[src/rtl/core/tqdw_pkg.sv]
`timescale 1ns / 1ps
`default_nettype none
// ----------------------------------------------------------------------------
// tqdw_pkg: shared types and constants for the touch qualifier
// Field widths, screen geometry, operation codes and the structs passed
// between the sequencer, the register file and the mapping unit.
// ----------------------------------------------------------------------------
package tqdw_pkg;

  localparam int RAW_W  = 12;
  localparam int PT_W   = 10;
  localparam int PROD_W = RAW_W + PT_W;
  localparam int CNT_W  = $clog2(PROD_W + 1);
  localparam int TMO_W  = 26;

  localparam int SCREEN_W = 320;
  localparam int SCREEN_H = 240;

  localparam logic [PT_W-1:0] X_TOP = PT_W'(SCREEN_W - 1);
  localparam logic [PT_W-1:0] Y_TOP = PT_W'(SCREEN_H - 1);

  localparam logic [PT_W-1:0] MAX_STEP_PX   = PT_W'(60);
  localparam logic [31:0]     IGNORE_MS     = 32'd300;
  localparam logic [9:0]      MS_PER_SEC    = 10'd1000;
  localparam logic [1:0]      STABLE_NEEDED = 2'd2;
  localparam logic [7:0]      FULL_BRIGHT   = 8'd255;

  typedef enum logic [1:0] {
    MODE_ACTIVE = 2'd0,
    MODE_SAVER  = 2'd1,
    MODE_SLEEP  = 2'd2
  } mode_e;

  typedef enum logic [1:0] {
    FUNC_TOUCH  = 2'd0,
    FUNC_IDLE   = 2'd1,
    FUNC_BRIGHT = 2'd2
  } func_e;

  typedef enum logic [2:0] {
    REG_ORIENT    = 3'd0,
    REG_RAW_MIN_X = 3'd1,
    REG_RAW_MAX_X = 3'd2,
    REG_RAW_MIN_Y = 3'd3,
    REG_RAW_MAX_Y = 3'd4,
    REG_PRESS_MIN = 3'd5,
    REG_TIMEOUT   = 3'd6
  } reg_idx_e;

  typedef struct packed {
    logic [2:0]       orientation;
    logic [RAW_W-1:0] raw_min_x;
    logic [RAW_W-1:0] raw_max_x;
    logic [RAW_W-1:0] raw_min_y;
    logic [RAW_W-1:0] raw_max_y;
    logic [RAW_W-1:0] pressure_min;
    logic [15:0]      timeout_sec;
  } cfg_t;

  typedef struct packed {
    logic             start;
    logic [RAW_W-1:0] num;
    logic [PT_W-1:0]  factor;
    logic [RAW_W-1:0] den;
  } map_req_t;

  typedef struct packed {
    logic            busy;
    logic            done;
    logic [PT_W-1:0] quot;
  } map_rsp_t;

endpackage
`default_nettype wire

[src/rtl/core/tqdw_cfg.sv]
`timescale 1ns / 1ps
`default_nettype none
// ----------------------------------------------------------------------------
// tqdw_cfg: configuration register file
// Holds orientation, raw window, pressure floor and idle timeout.
// ----------------------------------------------------------------------------
module tqdw_cfg
  import tqdw_pkg::*;
(
  input  wire logic        clk_i,
  input  wire logic        rst_ni,
  input  wire logic        cfg_valid_i,
  input  wire logic [2:0]  cfg_index_i,
  input  wire logic [15:0] cfg_data_i,
  output cfg_t             cfg_o
);

  cfg_t cfg_q;

  always_ff @(posedge clk_i or negedge rst_ni) begin
    if (!rst_ni) begin
      cfg_q.orientation  <= 3'd0;
      cfg_q.raw_min_x    <= '0;
      cfg_q.raw_max_x    <= '1;
      cfg_q.raw_min_y    <= '0;
      cfg_q.raw_max_y    <= '1;
      cfg_q.pressure_min <= '0;
      cfg_q.timeout_sec  <= 16'd30;
    end else if (cfg_valid_i) begin
      unique case (reg_idx_e'(cfg_index_i))
        REG_ORIENT:    cfg_q.orientation  <= cfg_data_i[2:0];
        REG_RAW_MIN_X: cfg_q.raw_min_x    <= cfg_data_i[RAW_W-1:0];
        REG_RAW_MAX_X: cfg_q.raw_max_x    <= cfg_data_i[RAW_W-1:0];
        REG_RAW_MIN_Y: cfg_q.raw_min_y    <= cfg_data_i[RAW_W-1:0];
        REG_RAW_MAX_Y: cfg_q.raw_max_y    <= cfg_data_i[RAW_W-1:0];
        REG_PRESS_MIN: cfg_q.pressure_min <= cfg_data_i[RAW_W-1:0];
        REG_TIMEOUT:   cfg_q.timeout_sec  <= cfg_data_i;
        default: ;
      endcase
    end
  end

  assign cfg_o = cfg_q;

endmodule
`default_nettype wire

[src/rtl/core/tqdw_mapper.sv]
`timescale 1ns / 1ps
`default_nettype none
// ----------------------------------------------------------------------------
// tqdw_mapper: shared multiply and serial divide unit
// Computes min(num * factor / den, factor): the product is registered first,
// then one restoring divide step runs per product bit.
// ----------------------------------------------------------------------------
module tqdw_mapper
  import tqdw_pkg::*;
(
  input  wire logic clk_i,
  input  wire logic rst_ni,
  input  map_req_t  req_i,
  output map_rsp_t  rsp_o
);

  logic [PROD_W-1:0] prod_q;
  logic [RAW_W-1:0]  rem_q;
  logic [RAW_W-1:0]  den_q;
  logic [PT_W-1:0]   factor_q;
  logic [CNT_W-1:0]  cnt_q;
  logic              busy_q;
  logic              done_q;

  logic [RAW_W:0]    rem_sh;
  logic              q_bit;
  logic [RAW_W-1:0]  rem_d;

  // quotient bits shift in at the bottom of prod_q as dividend bits leave the top
  always_comb begin
    rem_sh = {rem_q, prod_q[PROD_W-1]};
    q_bit  = (rem_sh >= {1'b0, den_q});
    rem_d  = q_bit ? RAW_W'(rem_sh - {1'b0, den_q}) : rem_sh[RAW_W-1:0];
  end

  always_ff @(posedge clk_i or negedge rst_ni) begin
    if (!rst_ni) begin
      busy_q   <= 1'b0;
      done_q   <= 1'b0;
      cnt_q    <= '0;
      prod_q   <= '0;
      rem_q    <= '0;
      den_q    <= '0;
      factor_q <= '0;
    end else begin
      if (req_i.start) begin
        prod_q   <= PROD_W'(req_i.num) * PROD_W'(req_i.factor);
        rem_q    <= '0;
        den_q    <= req_i.den;
        factor_q <= req_i.factor;
        cnt_q    <= CNT_W'(PROD_W);
        busy_q   <= 1'b1;
        done_q   <= 1'b0;
      end else if (busy_q) begin
        prod_q <= {prod_q[PROD_W-2:0], q_bit};
        rem_q  <= rem_d;
        cnt_q  <= cnt_q - CNT_W'(1);
        done_q <= (cnt_q == CNT_W'(1));
        if (cnt_q == CNT_W'(1)) begin
          busy_q <= 1'b0;
        end
      end else begin
        done_q <= 1'b0;
      end
    end
  end

  assign rsp_o.busy = busy_q;
  assign rsp_o.done = done_q;
  assign rsp_o.quot = (prod_q > PROD_W'(factor_q)) ? factor_q : prod_q[PT_W-1:0];

endmodule
`default_nettype wire

[src/rtl/core/touch_qualifier_display_wake.sv]
`timescale 1ns / 1ps
`default_nettype none
// ----------------------------------------------------------------------------
// touch_qualifier_display_wake: touch sample qualifier and display power state
// Input channel (in_valid_i / in_stall_o) carries one word per operation:
// a touch poll, an idle-timeout check or a backlight write. Each word gives
// exactly one result word on the output channel (out_valid_o / out_stall_i).
// The configuration channel (cfg_valid_i / cfg_ready_o) writes one register
// per word by index and is always ready.
// A word is taken only while the sequencer is idle; in_stall_o is high
// otherwise. A release, wake, ignored poll or brightness write passes ST_EVAL
// and ST_FINISH, an idle check adds ST_TMO_CMP, and a poll whose point is
// mapped runs ST_MAP_X, ST_WAIT_X, ST_MAP_Y, ST_WAIT_Y and ST_CHECK; each wait
// state holds on the serial divider of the shared mapping unit (22 divide
// steps per axis) and is skipped for an axis whose raw window is collapsed.
// A result waits in the output register while the receiver stalls; the next
// word can be accepted meanwhile, but it is not finished until the pending
// result is taken.
// Reset: display active at full brightness, touch history cleared, and the
// configuration registers at their defaults.
// ----------------------------------------------------------------------------
module touch_qualifier_display_wake
  import tqdw_pkg::*;
(
  input  wire logic             clk_i,
  input  wire logic             rst_ni,
  // input channel
  input  wire logic             in_valid_i,
  output logic                  in_stall_o,
  input  wire logic [1:0]       func_i,
  input  wire logic [31:0]      now_ms_i,
  input  wire logic             touched_i,
  input  wire logic [RAW_W-1:0] raw_x_i,
  input  wire logic [RAW_W-1:0] raw_y_i,
  input  wire logic [RAW_W-1:0] raw_z_i,
  input  wire logic [7:0]       brightness_value_i,
  // output channel
  output logic                  out_valid_o,
  input  wire logic             out_stall_i,
  output logic                  pressed_o,
  output logic [PT_W-1:0]       point_x_o,
  output logic [PT_W-1:0]       point_y_o,
  output logic [1:0]            display_mode_o,
  output logic [7:0]            backlight_o,
  output logic                  woke_o,
  output logic                  screensaver_entered_o,
  // configuration channel
  input  wire logic             cfg_valid_i,
  output logic                  cfg_ready_o,
  input  wire logic [2:0]       cfg_index_i,
  input  wire logic [15:0]      cfg_data_i
);

  typedef enum logic [3:0] {
    ST_IDLE,
    ST_EVAL,
    ST_TMO_CMP,
    ST_MAP_X,
    ST_WAIT_X,
    ST_MAP_Y,
    ST_WAIT_Y,
    ST_CHECK,
    ST_FINISH
  } state_e;

  cfg_t     cfg;
  map_req_t map_req;
  map_rsp_t map_rsp;

  state_e state_q;

  // captured word
  logic [1:0]       func_q;
  logic [31:0]      now_q;
  logic             touched_q;
  logic [RAW_W-1:0] raw_x_q, raw_y_q, raw_z_q;
  logic [7:0]       bright_q;

  // block state
  mode_e            mode_q;
  logic [7:0]       bl_q;
  logic [31:0]      last_act_q;
  logic [31:0]      ignore_q;
  logic [PT_W-1:0]  prev_x_q, prev_y_q;
  logic             prev_valid_q;
  logic [1:0]       stable_q;
  logic             session_q;

  // working values
  logic [TMO_W-1:0] tmo_q;
  logic [PT_W-1:0]  mx_q, my_q;
  logic             res_pressed_q, res_woke_q, res_saver_q;
  logic [PT_W-1:0]  res_px_q, res_py_q;

  // output register
  logic             out_valid_q;
  logic             out_pressed_q, out_woke_q, out_saver_q;
  logic [PT_W-1:0]  out_px_q, out_py_q;
  logic [1:0]       out_mode_q;
  logic [7:0]       out_bl_q;
  logic             fin_fire;

  tqdw_cfg u_cfg (
    .clk_i       (clk_i),
    .rst_ni      (rst_ni),
    .cfg_valid_i (cfg_valid_i),
    .cfg_index_i (cfg_index_i),
    .cfg_data_i  (cfg_data_i),
    .cfg_o       (cfg)
  );

  tqdw_mapper u_mapper (
    .clk_i  (clk_i),
    .rst_ni (rst_ni),
    .req_i  (map_req),
    .rsp_o  (map_rsp)
  );

  // orientation: axis swap, then window selection per screen axis
  logic             swap, inv_x, inv_y;
  logic [RAW_W-1:0] ax, ay, xlo, xhi, ylo, yhi;
  logic             in_range, deg_x, deg_y;
  logic [RAW_W-1:0] num_x, num_y;
  logic [31:0]      gap;
  logic             ignored;
  logic [31:0]      idle_ms;
  logic [PT_W-1:0]  dx, dy;
  logic             jump;

  always_comb begin
    swap  = cfg.orientation[0];
    inv_x = cfg.orientation[1];
    inv_y = cfg.orientation[2];
    ax  = swap ? raw_y_q : raw_x_q;
    ay  = swap ? raw_x_q : raw_y_q;
    xlo = swap ? cfg.raw_min_y : cfg.raw_min_x;
    xhi = swap ? cfg.raw_max_y : cfg.raw_max_x;
    ylo = swap ? cfg.raw_min_x : cfg.raw_min_y;
    yhi = swap ? cfg.raw_max_x : cfg.raw_max_y;
    in_range = (ax >= xlo) && (ax <= xhi) && (ay >= ylo) && (ay <= yhi);
    deg_x = (xhi == xlo);
    deg_y = (yhi == ylo);
    num_x = inv_x ? (xhi - ax) : (ax - xlo);
    num_y = inv_y ? (yhi - ay) : (ay - ylo);
    // wrap-safe window test: ignore while 1 <= ignore_until - now <= 300
    gap     = ignore_q - now_q;
    ignored = (gap != 32'd0) && (gap <= IGNORE_MS);
    idle_ms = now_q - last_act_q;
    dx   = (mx_q > prev_x_q) ? (mx_q - prev_x_q) : (prev_x_q - mx_q);
    dy   = (my_q > prev_y_q) ? (my_q - prev_y_q) : (prev_y_q - my_q);
    jump = prev_valid_q && ((dx > MAX_STEP_PX) || (dy > MAX_STEP_PX));
  end

  always_comb begin
    map_req.start  = ((state_q == ST_MAP_X) && !deg_x) ||
                     ((state_q == ST_MAP_Y) && !deg_y);
    map_req.num    = (state_q == ST_MAP_Y) ? num_y : num_x;
    map_req.factor = (state_q == ST_MAP_Y) ? Y_TOP : X_TOP;
    map_req.den    = (state_q == ST_MAP_Y) ? (yhi - ylo) : (xhi - xlo);
  end

  // result moves to the output register unless a stalled word still sits there
  assign fin_fire = (state_q == ST_FINISH) && !(out_valid_q && out_stall_i);

  always_ff @(posedge clk_i or negedge rst_ni) begin
    if (!rst_ni) begin
      state_q       <= ST_IDLE;
      func_q        <= '0;
      now_q         <= '0;
      touched_q     <= 1'b0;
      raw_x_q       <= '0;
      raw_y_q       <= '0;
      raw_z_q       <= '0;
      bright_q      <= '0;
      mode_q        <= MODE_ACTIVE;
      bl_q          <= FULL_BRIGHT;
      last_act_q    <= '0;
      ignore_q      <= '0;
      prev_x_q      <= '0;
      prev_y_q      <= '0;
      prev_valid_q  <= 1'b0;
      stable_q      <= '0;
      session_q     <= 1'b0;
      tmo_q         <= '0;
      mx_q          <= '0;
      my_q          <= '0;
      res_pressed_q <= 1'b0;
      res_woke_q    <= 1'b0;
      res_saver_q   <= 1'b0;
      res_px_q      <= '0;
      res_py_q      <= '0;
      out_valid_q   <= 1'b0;
      out_pressed_q <= 1'b0;
      out_woke_q    <= 1'b0;
      out_saver_q   <= 1'b0;
      out_px_q      <= '0;
      out_py_q      <= '0;
      out_mode_q    <= MODE_ACTIVE;
      out_bl_q      <= FULL_BRIGHT;
    end else begin
      if (fin_fire) begin
        out_valid_q <= 1'b1;
      end else if (out_valid_q && !out_stall_i) begin
        out_valid_q <= 1'b0;
      end
      unique case (state_q)
        ST_IDLE: begin
          if (in_valid_i) begin
            func_q    <= func_i;
            now_q     <= now_ms_i;
            touched_q <= touched_i;
            raw_x_q   <= raw_x_i;
            raw_y_q   <= raw_y_i;
            raw_z_q   <= raw_z_i;
            bright_q  <= brightness_value_i;
            state_q   <= ST_EVAL;
          end
        end
        ST_EVAL: begin
          res_pressed_q <= 1'b0;
          res_woke_q    <= 1'b0;
          res_saver_q   <= 1'b0;
          res_px_q      <= '0;
          res_py_q      <= '0;
          state_q       <= ST_FINISH;
          unique case (func_q)
            FUNC_TOUCH: begin
              if (!touched_q) begin
                prev_valid_q <= 1'b0;
                stable_q     <= '0;
                session_q    <= 1'b0;
              end else if (raw_z_q < cfg.pressure_min) begin
                stable_q  <= '0;
                session_q <= 1'b0;
              end else if (mode_q != MODE_ACTIVE) begin
                bl_q       <= FULL_BRIGHT;
                mode_q     <= MODE_ACTIVE;
                ignore_q   <= now_q + IGNORE_MS;
                last_act_q <= now_q;
                res_woke_q <= 1'b1;
              end else if (ignored) begin
                // inside the post-wake window: no change
              end else if (!in_range) begin
                stable_q  <= '0;
                session_q <= 1'b0;
              end else begin
                state_q <= ST_MAP_X;
              end
            end
            FUNC_IDLE: begin
              tmo_q   <= TMO_W'(cfg.timeout_sec) * TMO_W'(MS_PER_SEC);
              state_q <= ST_TMO_CMP;
            end
            FUNC_BRIGHT: begin
              bl_q <= bright_q;
              if (bright_q == 8'd0) begin
                mode_q <= MODE_SLEEP;
              end
            end
            default: ;
          endcase
        end
        ST_TMO_CMP: begin
          if ((mode_q == MODE_ACTIVE) && (cfg.timeout_sec != 16'd0) &&
              (idle_ms >= 32'(tmo_q))) begin
            mode_q      <= MODE_SAVER;
            res_saver_q <= 1'b1;
          end
          state_q <= ST_FINISH;
        end
        ST_MAP_X: begin
          if (deg_x) begin
            mx_q    <= '0;
            state_q <= ST_MAP_Y;
          end else begin
            state_q <= ST_WAIT_X;
          end
        end
        ST_WAIT_X: begin
          if (map_rsp.done) begin
            mx_q    <= map_rsp.quot;
            state_q <= ST_MAP_Y;
          end
        end
        ST_MAP_Y: begin
          if (deg_y) begin
            my_q    <= '0;
            state_q <= ST_CHECK;
          end else begin
            state_q <= ST_WAIT_Y;
          end
        end
        ST_WAIT_Y: begin
          if (map_rsp.done) begin
            my_q    <= map_rsp.quot;
            state_q <= ST_CHECK;
          end
        end
        ST_CHECK: begin
          if (jump) begin
            stable_q  <= '0;
            session_q <= 1'b0;
          end else begin
            prev_x_q     <= mx_q;
            prev_y_q     <= my_q;
            prev_valid_q <= 1'b1;
            if (stable_q < STABLE_NEEDED) begin
              stable_q <= stable_q + 2'd1;
            end else begin
              if (!session_q) begin
                last_act_q <= now_q;
                session_q  <= 1'b1;
              end
              res_pressed_q <= 1'b1;
              res_px_q      <= mx_q;
              res_py_q      <= my_q;
            end
          end
          state_q <= ST_FINISH;
        end
        ST_FINISH: begin
          if (fin_fire) begin
            out_pressed_q <= res_pressed_q;
            out_px_q      <= res_px_q;
            out_py_q      <= res_py_q;
            out_woke_q    <= res_woke_q;
            out_saver_q   <= res_saver_q;
            out_mode_q    <= mode_q;
            out_bl_q      <= bl_q;
            state_q       <= ST_IDLE;
          end
        end
        default: state_q <= ST_IDLE;
      endcase
    end
  end

  assign in_stall_o            = (state_q != ST_IDLE);
  assign cfg_ready_o           = 1'b1;
  assign out_valid_o           = out_valid_q;
  assign pressed_o             = out_pressed_q;
  assign point_x_o             = out_px_q;
  assign point_y_o             = out_py_q;
  assign display_mode_o        = out_mode_q;
  assign backlight_o           = out_bl_q;
  assign woke_o                = out_woke_q;
  assign screensaver_entered_o = out_saver_q;

`ifndef SYNTHESIS
  // the mapping unit only runs while the sequencer waits on it
  a_map_idle: assert property (@(posedge clk_i) disable iff (!rst_ni)
    (state_q == ST_IDLE) |-> !map_rsp.busy)
    else $error("mapper busy while sequencer idle");

  a_map_done: assert property (@(posedge clk_i) disable iff (!rst_ni)
    map_rsp.done |-> ((state_q == ST_WAIT_X) || (state_q == ST_WAIT_Y)))
    else $error("mapper finished with no axis pending");

  a_wake_word: assert property (@(posedge clk_i) disable iff (!rst_ni)
    (out_valid_o && woke_o) |->
      ((display_mode_o == MODE_ACTIVE) && (backlight_o == FULL_BRIGHT) && !pressed_o))
    else $error("wake word without full-brightness active display");

  a_saver_word: assert property (@(posedge clk_i) disable iff (!rst_ni)
    (out_valid_o && screensaver_entered_o) |-> (display_mode_o == MODE_SAVER))
    else $error("screensaver flagged but mode differs");
`endif

endmodule
`default_nettype wire

[config.mk]
export PLATFORM = sky130hd
export DESIGN_NAME = touch_qualifier_display_wake
export DESIGN_NICKNAME = d
export VERILOG_FILES = /design/src/rtl/core/tqdw_pkg.sv /design/src/rtl/core/tqdw_cfg.sv /design/src/rtl/core/tqdw_mapper.sv /design/src/rtl/core/touch_qualifier_display_wake.sv
export SDC_FILE = /design/constraint.sdc
export NUM_CORES = 2
export LEC_CHECK = 0
export ABC_AREA = 1
export ABC_CLOCK_PERIOD_IN_PS = 7600
export BUFFER_PORTS_ARGS = -buffer_cell sky130_fd_sc_hd__buf_2
export CAP_MARGIN = 15
export CORE_UTILIZATION = 55
export CTS_CLUSTER_DIAMETER = 80
export DETAILED_ROUTE_END_ITERATION = 7
export GPL_TIMING_DRIVEN = 0
export PLACE_DENSITY_LB_ADDON = 0.08
export SLEW_MARGIN = 20
export SYNTH_ARGS = -nofsm -noshare
export SYNTH_HDL_FRONTEND = slang
export SYNTH_SLANG_ARGS = --single-unit
[constraint.sdc]
create_clock -name clk_i -period 7.6 [get_ports clk_i]
set_clock_uncertainty 0.2 [all_clocks]
set_input_delay 0.38 -clock clk_i [delete_from_list [all_inputs] [get_ports clk_i]]
set_output_delay 0.38 -clock clk_i [all_outputs]
set_load 0.01 [all_outputs]
# ---- After elaboration in Yosys (flattened, before gate mapping)
# Index checks and enable logic that the tools add are counted.
dict set report classes {
  addsub 16
  mul 2
  magnitude_cmp 14
  eq_ne 47
  n_mux 101
  bitwise 2
  n_reduce_logical 58
}
# cell n
set ops {}
lappend ops {{2-to-1 mux 32 bit} 7}
lappend ops {{2-to-1 mux 12 bit} 13}
lappend ops {{2-to-1 mux 10 bit} 10}
lappend ops {{subtractor 12 bit} 7}
lappend ops {{case mux 10 bit (2 select lines)} 4}
lappend ops {{case mux 32 bit (2 select lines)} 1}
lappend ops {{subtractor 32 bit} 2}
lappend ops {{2-to-1 mux 22 bit} 2}
lappend ops {{subtractor 10 bit} 4}
lappend ops {{2-to-1 mux 4 bit} 9}
lappend ops {{adder 32 x 9 -> 32 bit (second input constant)} 1}
lappend ops {{greater-or-equal comparator 32 x 26 -> 1 bit} 1}
lappend ops {{less-or-equal comparator 32 x 9 -> 1 bit (second input constant)} 1}
lappend ops {{case mux 4 bit (8 select lines)} 1}
lappend ops {{nonzero test 32 bit} 1}
lappend ops {{inequality test 2 bit (second input constant)} 15}
lappend ops {{2-to-1 mux 1 bit} 26}
lappend ops {{2-to-1 mux 2 bit} 13}
lappend ops {{== test 12 bit} 2}
lappend ops {{greater-or-equal comparator 12 bit} 2}
lappend ops {{less-or-equal comparator 12 bit} 2}
lappend ops {{2-to-1 mux 8 bit} 3}
lappend ops {{AND reduction 2 bit} 12}
lappend ops {{multiplier 16 x 7 -> 23 bit (second input constant)} 1}
lappend ops {{other kinds (47)} 100}
dict set report word_totals {
  ff_bits 423
  inputBits 103
  out_inout_bits 36
  elab_cells 287
}

# ---- Depth between registers and ports, before layout
dict set report logic_depth {
  depth_word 12
  depth_mapped 42
  ltp_nobuf 40
}

# ---- Hierarchy
# From an unflattened synthesis, not the netlist that was laid out.
dict set report hier_totals {
  cells_unflattened 5092
  area_unflattened_um2 36804.0
}
# mod instances cells_per_inst area_each_um2 seq_area_each_um2
set by_module_without_submodules {}
lappend by_module_without_submodules {touch_qualifier_display_wake 1 3581 25523.2 7051.8}
lappend by_module_without_submodules {tqdw_mapper 1 1154 8112.8 1576.5}
lappend by_module_without_submodules {tqdw_cfg 1 357 3168.0 2011.9}

# ---- Least setup slack after synthesis
# Ideal clock, no wire load.
dict set report synth_path {
  path_kind {reg-to-reg}
  from {register u_cfg.cfg_q (netlist bit u_cfg.cfg_o[76])}
  to {register u_mapper.prod_q[17]}
  setup_time_ps 124
  arrival_time_ps 6955
  required_time_ps 7276
  path_slack_ps 321
  path_stages_with_launch 41
  n_path_buf 4
  synth_period_minus_slack_ps 7279
  cell_sequence {dfrtp_1 buf_2 clkbuf_1 clkbuf_1 clkbuf_1 a21oi_1 ha_1 inv_1 fa_1 inv_1 o21ai_0 inv_1 o21ai_0 a31oi_1 o21ai_0 a21oi_1 a31oi_1 inv_1 (+5 left out) inv_1 fa_1 fa_1 inv_1 fa_1 inv_1 ha_1 nand2_1 o21ai_0 inv_1 o21ai_0 nand2_1 nand2_1 nand3_1 nand2_1 nand2_1 nand2_1 o21bai_1}
}
dict set report synth_between {
  elab_chain_cells 6
  word_cells_on_any_way 23
  classes_between {add/sub: 4; mul: 1; eq/ne: 2; mux: 10; reduce/logical: 6}
}
# element line_no
set synth_lines {}
lappend synth_lines {{start: declaration} tqdw_cfg.sv:18} ;# cfg_t cfg_q;
lappend synth_lines {{2-to-1 mux 12 bit (tied with other cells)} touch_qualifier_display_wake.sv:134} ;# ax = swap ? raw_y_q : raw_x_q;
lappend synth_lines {{subtractor 12 bit (tied with other cells)} touch_qualifier_display_wake.sv:143} ;# num_x = inv_x ? (xhi - ax) : (ax - xlo);
lappend synth_lines {{2-to-1 mux 12 bit (tied with other cells)} touch_qualifier_display_wake.sv:143}
lappend synth_lines {{2-to-1 mux 12 bit (tied with other cells)} touch_qualifier_display_wake.sv:157} ;# map_req.num = (state_q == ST_MAP_Y) ? num_y : num_x;
lappend synth_lines {{multiplier 12 x 9 -> 21 bit or logical OR 1 bit (tied branches)} {tqdw_mapper.sv:47, touch_qualifier_display_wake.sv:155}}
lappend synth_lines {{2-to-1 mux 22 bit or nonzero test 2 bit (tied branches)} -}
lappend synth_lines {{end signal: assignment} tqdw_mapper.sv:47} ;# prod_q <= PROD_W'(req_i.num) * PROD_W'(req_i.factor);
lappend synth_lines {{end signal: assignment} tqdw_mapper.sv:55} ;# prod_q <= {prod_q[PROD_W-2:0], q_bit};
lappend synth_lines {{end: declaration} tqdw_mapper.sv:17} ;# logic [PROD_W-1:0] prod_q;
# Parallel ways exist; a longest one is shown, timed or not.
# A chain may end at the register's enable or synchronous reset.

# ---- Worst setup path in the final report
dict set report layout_path {
  from {register u_cfg.cfg_q (netlist bit u_cfg.cfg_o[76])}
  to {register u_mapper.prod_q[15]}
}
# The elaborated chain is that of the path after synthesis.

==> metrics.txt <==
# TYPE chip_impl_metric gauge
chip_impl_info{name="worst_setup_path_end_kind",value="flop"} 1
chip_impl_metric{name="overflow",unit=""} 0
chip_impl_metric{name="crit_required",unit="ns"} 7.86
chip_impl_metric{name="final_cell_area",unit="µm²"} 39600
chip_impl_metric{name="critical_path.n_buffers_inverters",unit=""} 14
chip_impl_metric{name="postSynthRegisterBits",unit=""} 416
chip_impl_metric{name="ys_async_sr_fraction",unit=""} 1.00
chip_impl_info{name="min_to",value="u_cfg.cfg_o[20]"} 1
chip_impl_metric{name="floorplan.rows",unit=""} 91
chip_impl_metric{name="timing.reg2reg.setup_slack",unit="ns"} 0.32
chip_impl_metric{name="die_x",unit="µm"} 253
chip_impl_metric{name="final_cells",unit=""} 5826
chip_impl_info{name="worst_r2r_start",value="u_cfg.cfg_o[76]"} 1
chip_impl_metric{name="post_synth_inst_count",unit=""} 4656
chip_impl_metric{name="post-route-drc-count",unit=""} 0
chip_impl_metric{name="drt_first_iter_violations",unit=""} 2197
chip_impl_metric{name="final_hold_slack",unit="ns"} 0.0232
chip_impl_metric{name="detail_route.wirelength",unit="µm"} 99600
chip_impl_metric{name="synth_edf_count",unit=""} 0
chip_impl_metric{name="count_of_port_buffers_added_during_placement",unit=""} 137
chip_impl_metric{name="boundaryPins",unit=""} 139
chip_impl_metric{name="slew_headroom",unit=""} 0.228
chip_impl_info{name="worstReg2RegEnd",value="u_mapper.prod_q[15]"} 1
chip_impl_metric{name="area_growth_syn_to_layout",unit="%"} 14.2
chip_impl_metric{name="worstHoldPathCells",unit=""} 3
chip_impl_metric{name="clock-sinks",unit=""} 416
chip_impl_metric{name="grt_max_degree",unit=""} 96
chip_impl_metric{name="number_of_global_route_vias_before_repair",unit=""} 29890
chip_impl_metric{name="finalCritPeriodShare",unit=""} 0.958
chip_impl_metric{name="antenna_left",unit=""} 0
chip_impl_metric{name="netlist_area",unit="µm²"} 34700
chip_impl_metric{name="gp_routability_congestion",unit=""} 0.956
chip_impl_metric{name="hpwl",unit="µm"} 79700
chip_impl_metric{name="avgSynthCellArea",unit="µm²"} 7.45
chip_impl_metric{name="routed_via_density",unit=""} 5.42
chip_impl_metric{name="final_max_slew_viol_count",unit=""} 0
chip_impl_metric{name="htreeDepth",unit=""} 2
chip_impl_metric{name="tightest_slew",unit="ns"} 1.15
chip_impl_metric{name="synth.yosys.warnings",unit=""} 0
chip_impl_metric{name="clkLatencyLatePin",unit="ns"} 0.60
chip_impl_metric{name="fmaxAchievable",unit="GHz"} 0.137
chip_impl_metric{name="filler_cell_count",unit=""} 5616
chip_impl_metric{name="antenna_found_initial",unit=""} 0
chip_impl_metric{name="mappedNetlistNets",unit=""} 5225
chip_impl_metric{name="timing.critical_path.arrival",unit="ns"} 7.54
chip_impl_info{name="critical_path.top_delay_family",value="adder cells"} 1
chip_impl_metric{name="detailedRoute.firstPassIterationCount",unit=""} 6
chip_impl_info{name="min_from",value="cfg_data_i[4]"} 1
chip_impl_metric{name="finish.net_count",unit=""} 5516
chip_impl_metric{name="layout.core_utilization",unit=""} 0.638
chip_impl_info{name="crit_path_frequent_cell",value="sky130_fd_sc_hd__inv_1"} 1
chip_impl_metric{name="detail_route.wl_per_cell",unit="µm"} 17.1
chip_impl_metric{name="vias",unit=""} 31562
chip_impl_metric{name="layout-drive-gt1-share",unit=""} 0.0964
chip_impl_metric{name="grt_pass1_wl",unit="µm"} 159000
chip_impl_metric{name="number_of_clock_buffers_inserted_by_tritoncts",unit=""} 50
chip_impl_metric{name="die_y",unit="µm"} 253
chip_impl_info{name="run_status",value="complete, no violations"} 1
chip_impl_info{name="start_kind",value="flop"} 1
chip_impl_metric{name="synth_sequential_area_ratio",unit=""} 0.302
chip_impl_metric{name="clkTransAtPathRegs",unit="ns"} 0.06
chip_impl_metric{name="seqCellArea",unit="µm²"} 10500
chip_impl_metric{name="groute.usage.overall",unit=""} 0.315
chip_impl_info{name="tritoncts_clock_tree",value="yes"} 1
chip_impl_metric{name="hold_violations",unit=""} 0
chip_impl_metric{name="cts.path.max_buffers",unit=""} 3
chip_impl_metric{name="antennaDiodeCount",unit=""} 0
chip_impl_metric{name="die-area",unit="µm²"} 64100
chip_impl_metric{name="worst_r2r_path_depth",unit=""} 37
chip_impl_metric{name="post-place-cells",unit=""} 5634
chip_impl_metric{name="setup-violations-final",unit=""} 0
chip_impl_metric{name="area_of_the_multi_input_gates",unit="µm²"} 21200
chip_impl_info{name="postSynth.topFlopCell",value="sky130_fd_sc_hd__dfrtp_1"} 1
chip_impl_metric{name="design.core.area",unit="µm²"} 62100
chip_impl_info{name="start_to_end_type_of_the_worst_setup_path",value="reg -> reg"} 1
chip_impl_metric{name="path_max_fanout",unit=""} 10
chip_impl_info{name="holdCritPathClass",value="in -> reg"} 1
chip_impl_info{name="critical-path-slowest-cell",value="sky130_fd_sc_hd__fa_1"} 1
chip_impl_metric{name="cap_violations",unit=""} 0
chip_impl_metric{name="starting_density",unit=""} 0.559
chip_impl_metric{name="dpl_cell_area",unit="µm²"} 36500
chip_impl_metric{name="worst_path_largest_cell_delay",unit="ns"} 0.54
chip_impl_metric{name="period_minus_slack",unit="ns"} 7.28
chip_impl_info{name="root_buffer",value="sky130_fd_sc_hd__clkbuf_16"} 1
chip_impl_metric{name="synth_cell_type_count",unit=""} 61
layout make-up:
cell class,instances,share of cell area
Buffer,114,0.0148
Clock buffer,70,0.0360
Tap cell,837,0.0264
Clock inverter,24,0.00827
Timing Repair Buffer,239,0.0445
Sequential cell,416,0.264
Inverter,750,0.0711
Multi-Input combinational cell,3376,0.535
per-stage QoR:
stage	TNS, ns	setup WS (ns)
after floorplan	0	0.321
after global routing	-0.0691	-0.0272
after global placement	-893.68	-2.49
final	0	0.321
after CTS	0	0.000772
after detailed placement	-9.55	-1.23
placed cells by master (no fill, tap or decap), drive strengths merged, types with 7 or more instances in the layout:
master	synthesis	final
fa	126	126
o21ai	429	429
dfstp	44	44
clkinv	3	11
dlygate4sd3	0	89
buf	37	195
o31ai	9	9
o21bai	10	10
o22ai	25	25
a21oi	312	312
nand3b	15	15
o21a	11	11
nor2	397	397
o211ai	22	22
nand3	148	148
nor4	16	16
o221ai	23	23
dfrtp	372	372
nor3	48	48
a31oi	25	25
nand2	1143	1143
mux2	44	44
xnor2	44	44
ha	340	340
clkbuf	77	139
nand4	41	41
or2	15	15
a21o	22	22
inv	747	755
xor2	69	69
o2111ai	7	7
routing by layer:
layer	up-vias	track usage	part of all wire
met5	-	0	0
met1	14875	0.437	0.46
met2	824	0.507	0.45
met4	0	0.0992	0.032
met3	185	0.0452	0.058
li1	15678	-	-
registers in the layout, indices dropped and copies added (netlist names), 4 cells and up:
signal	flops
u_cfg.cfg_o	79
ignore_q	32
last_act_q	32
now_q	32
tmo_q	23
u_mapper.prod_q	22
raw_x_q	12
raw_y_q	12
raw_z_q	12
u_mapper.den_q	12
u_mapper.rem_q	12
mx_q	10
my_q	10
point_x_o	10
point_y_o	10
prev_x_q	10
prev_y_q	10
res_px_q	10
res_py_q	10
backlight_o	8
bl_q	8
bright_q	8
u_mapper.cnt_q	5
state_q	4
how the worst max path moves through the flow:
stage | start | endpoint | slack, ns | depth (start not counted)
floorplan | u_cfg.cfg_o[76] | u_mapper.prod_q[17] | 0.32 | 40
global placement | rst_ni | point_x_o[3] | -2.49 | 1
detailed placement | u_cfg.cfg_o[76] | u_mapper.prod_q[15] | -1.23 | 37
CTS | u_cfg.cfg_o[76] | u_mapper.prod_q[16] | 0.0008 | 35
global route | u_cfg.cfg_o[76] | u_mapper.prod_q[17] | -0.03 | 39
finish | u_cfg.cfg_o[76] | u_mapper.prod_q[15] | 0.32 | 37
Yosys cell counts, drive strengths merged, types with 5 or more instances:
| library cell | number | area, µm² |
|---|---|---|
| fa | 126 | 2520 |
| dfrtp | 372 | 9310 |
| o21ai | 429 | 2260 |
| nor2 | 397 | 1510 |
| a21boi | 5 | 37.5 |
| o31ai | 9 | 67.6 |
| nand2 | 1143 | 4320 |
| nor4 | 16 | 100 |
| nand4 | 41 | 257 |
| clkbuf | 77 | 289 |
| ha | 340 | 4250 |
| xor2 | 69 | 604 |
| buf | 37 | 231 |
| o21a | 11 | 82.6 |
| a21o | 22 | 165 |
| o2111ai | 7 | 61.3 |
| nand3b | 15 | 113 |
| nor3 | 48 | 245 |
| o221ai | 23 | 201 |
| a31oi | 25 | 156 |
| o21bai | 10 | 75.1 |
| o211ai | 22 | 165 |
| xnor2 | 44 | 385 |
| inv | 747 | 2800 |
| o22ai | 25 | 156 |
| nand3 | 148 | 756 |
| mux2 | 44 | 495 |
| a21oi | 312 | 1570 |
| dfstp | 44 | 1160 |
| or2 | 15 | 93.8 |
what timing repair did:
| action | CTS | global route |
|---|---|---|
| hold endpoints to repair | 165 | 0 |
| endpoints found under the setup margin | 12 | 10 |
| pin swaps | 3 | 14 |
| resized for setup | 57 | 104 |
| hold buffers | 89 | 0 |
| gates cloned | 0 | 0 |
| setup buffers | 2 | 7 |
logic make-up (layout without fill, tap and decap cells):
| group | Yosys count | in the layout | synth area share |
|---|---|---|---|
| compound gates | 918 | 918 | 0.149 |
| xor+xnor | 113 | 113 | 0.0285 |
| fa+ha+maj | 466 | 466 | 0.195 |
| buf+inv | 864 | 1197 | 0.0962 |
| flops | 416 | 416 | 0.302 |
| mux | 46 | 46 | 0.0149 |
| other cells | 1 | 1 | 0.000108 |
| simple gates | 1832 | 1832 | 0.215 |
worst min-delay path, stage by stage:
cell                      delay, ns
sky130_fd_sc_hd__buf_2         0.07
sky130_fd_sc_hd__inv_1         0.13
sky130_fd_sc_hd__o21ai_0       0.19
Power is not shown: default switching activity piles up to over one toggle a cycle in this logic, so the estimate is an artifact.
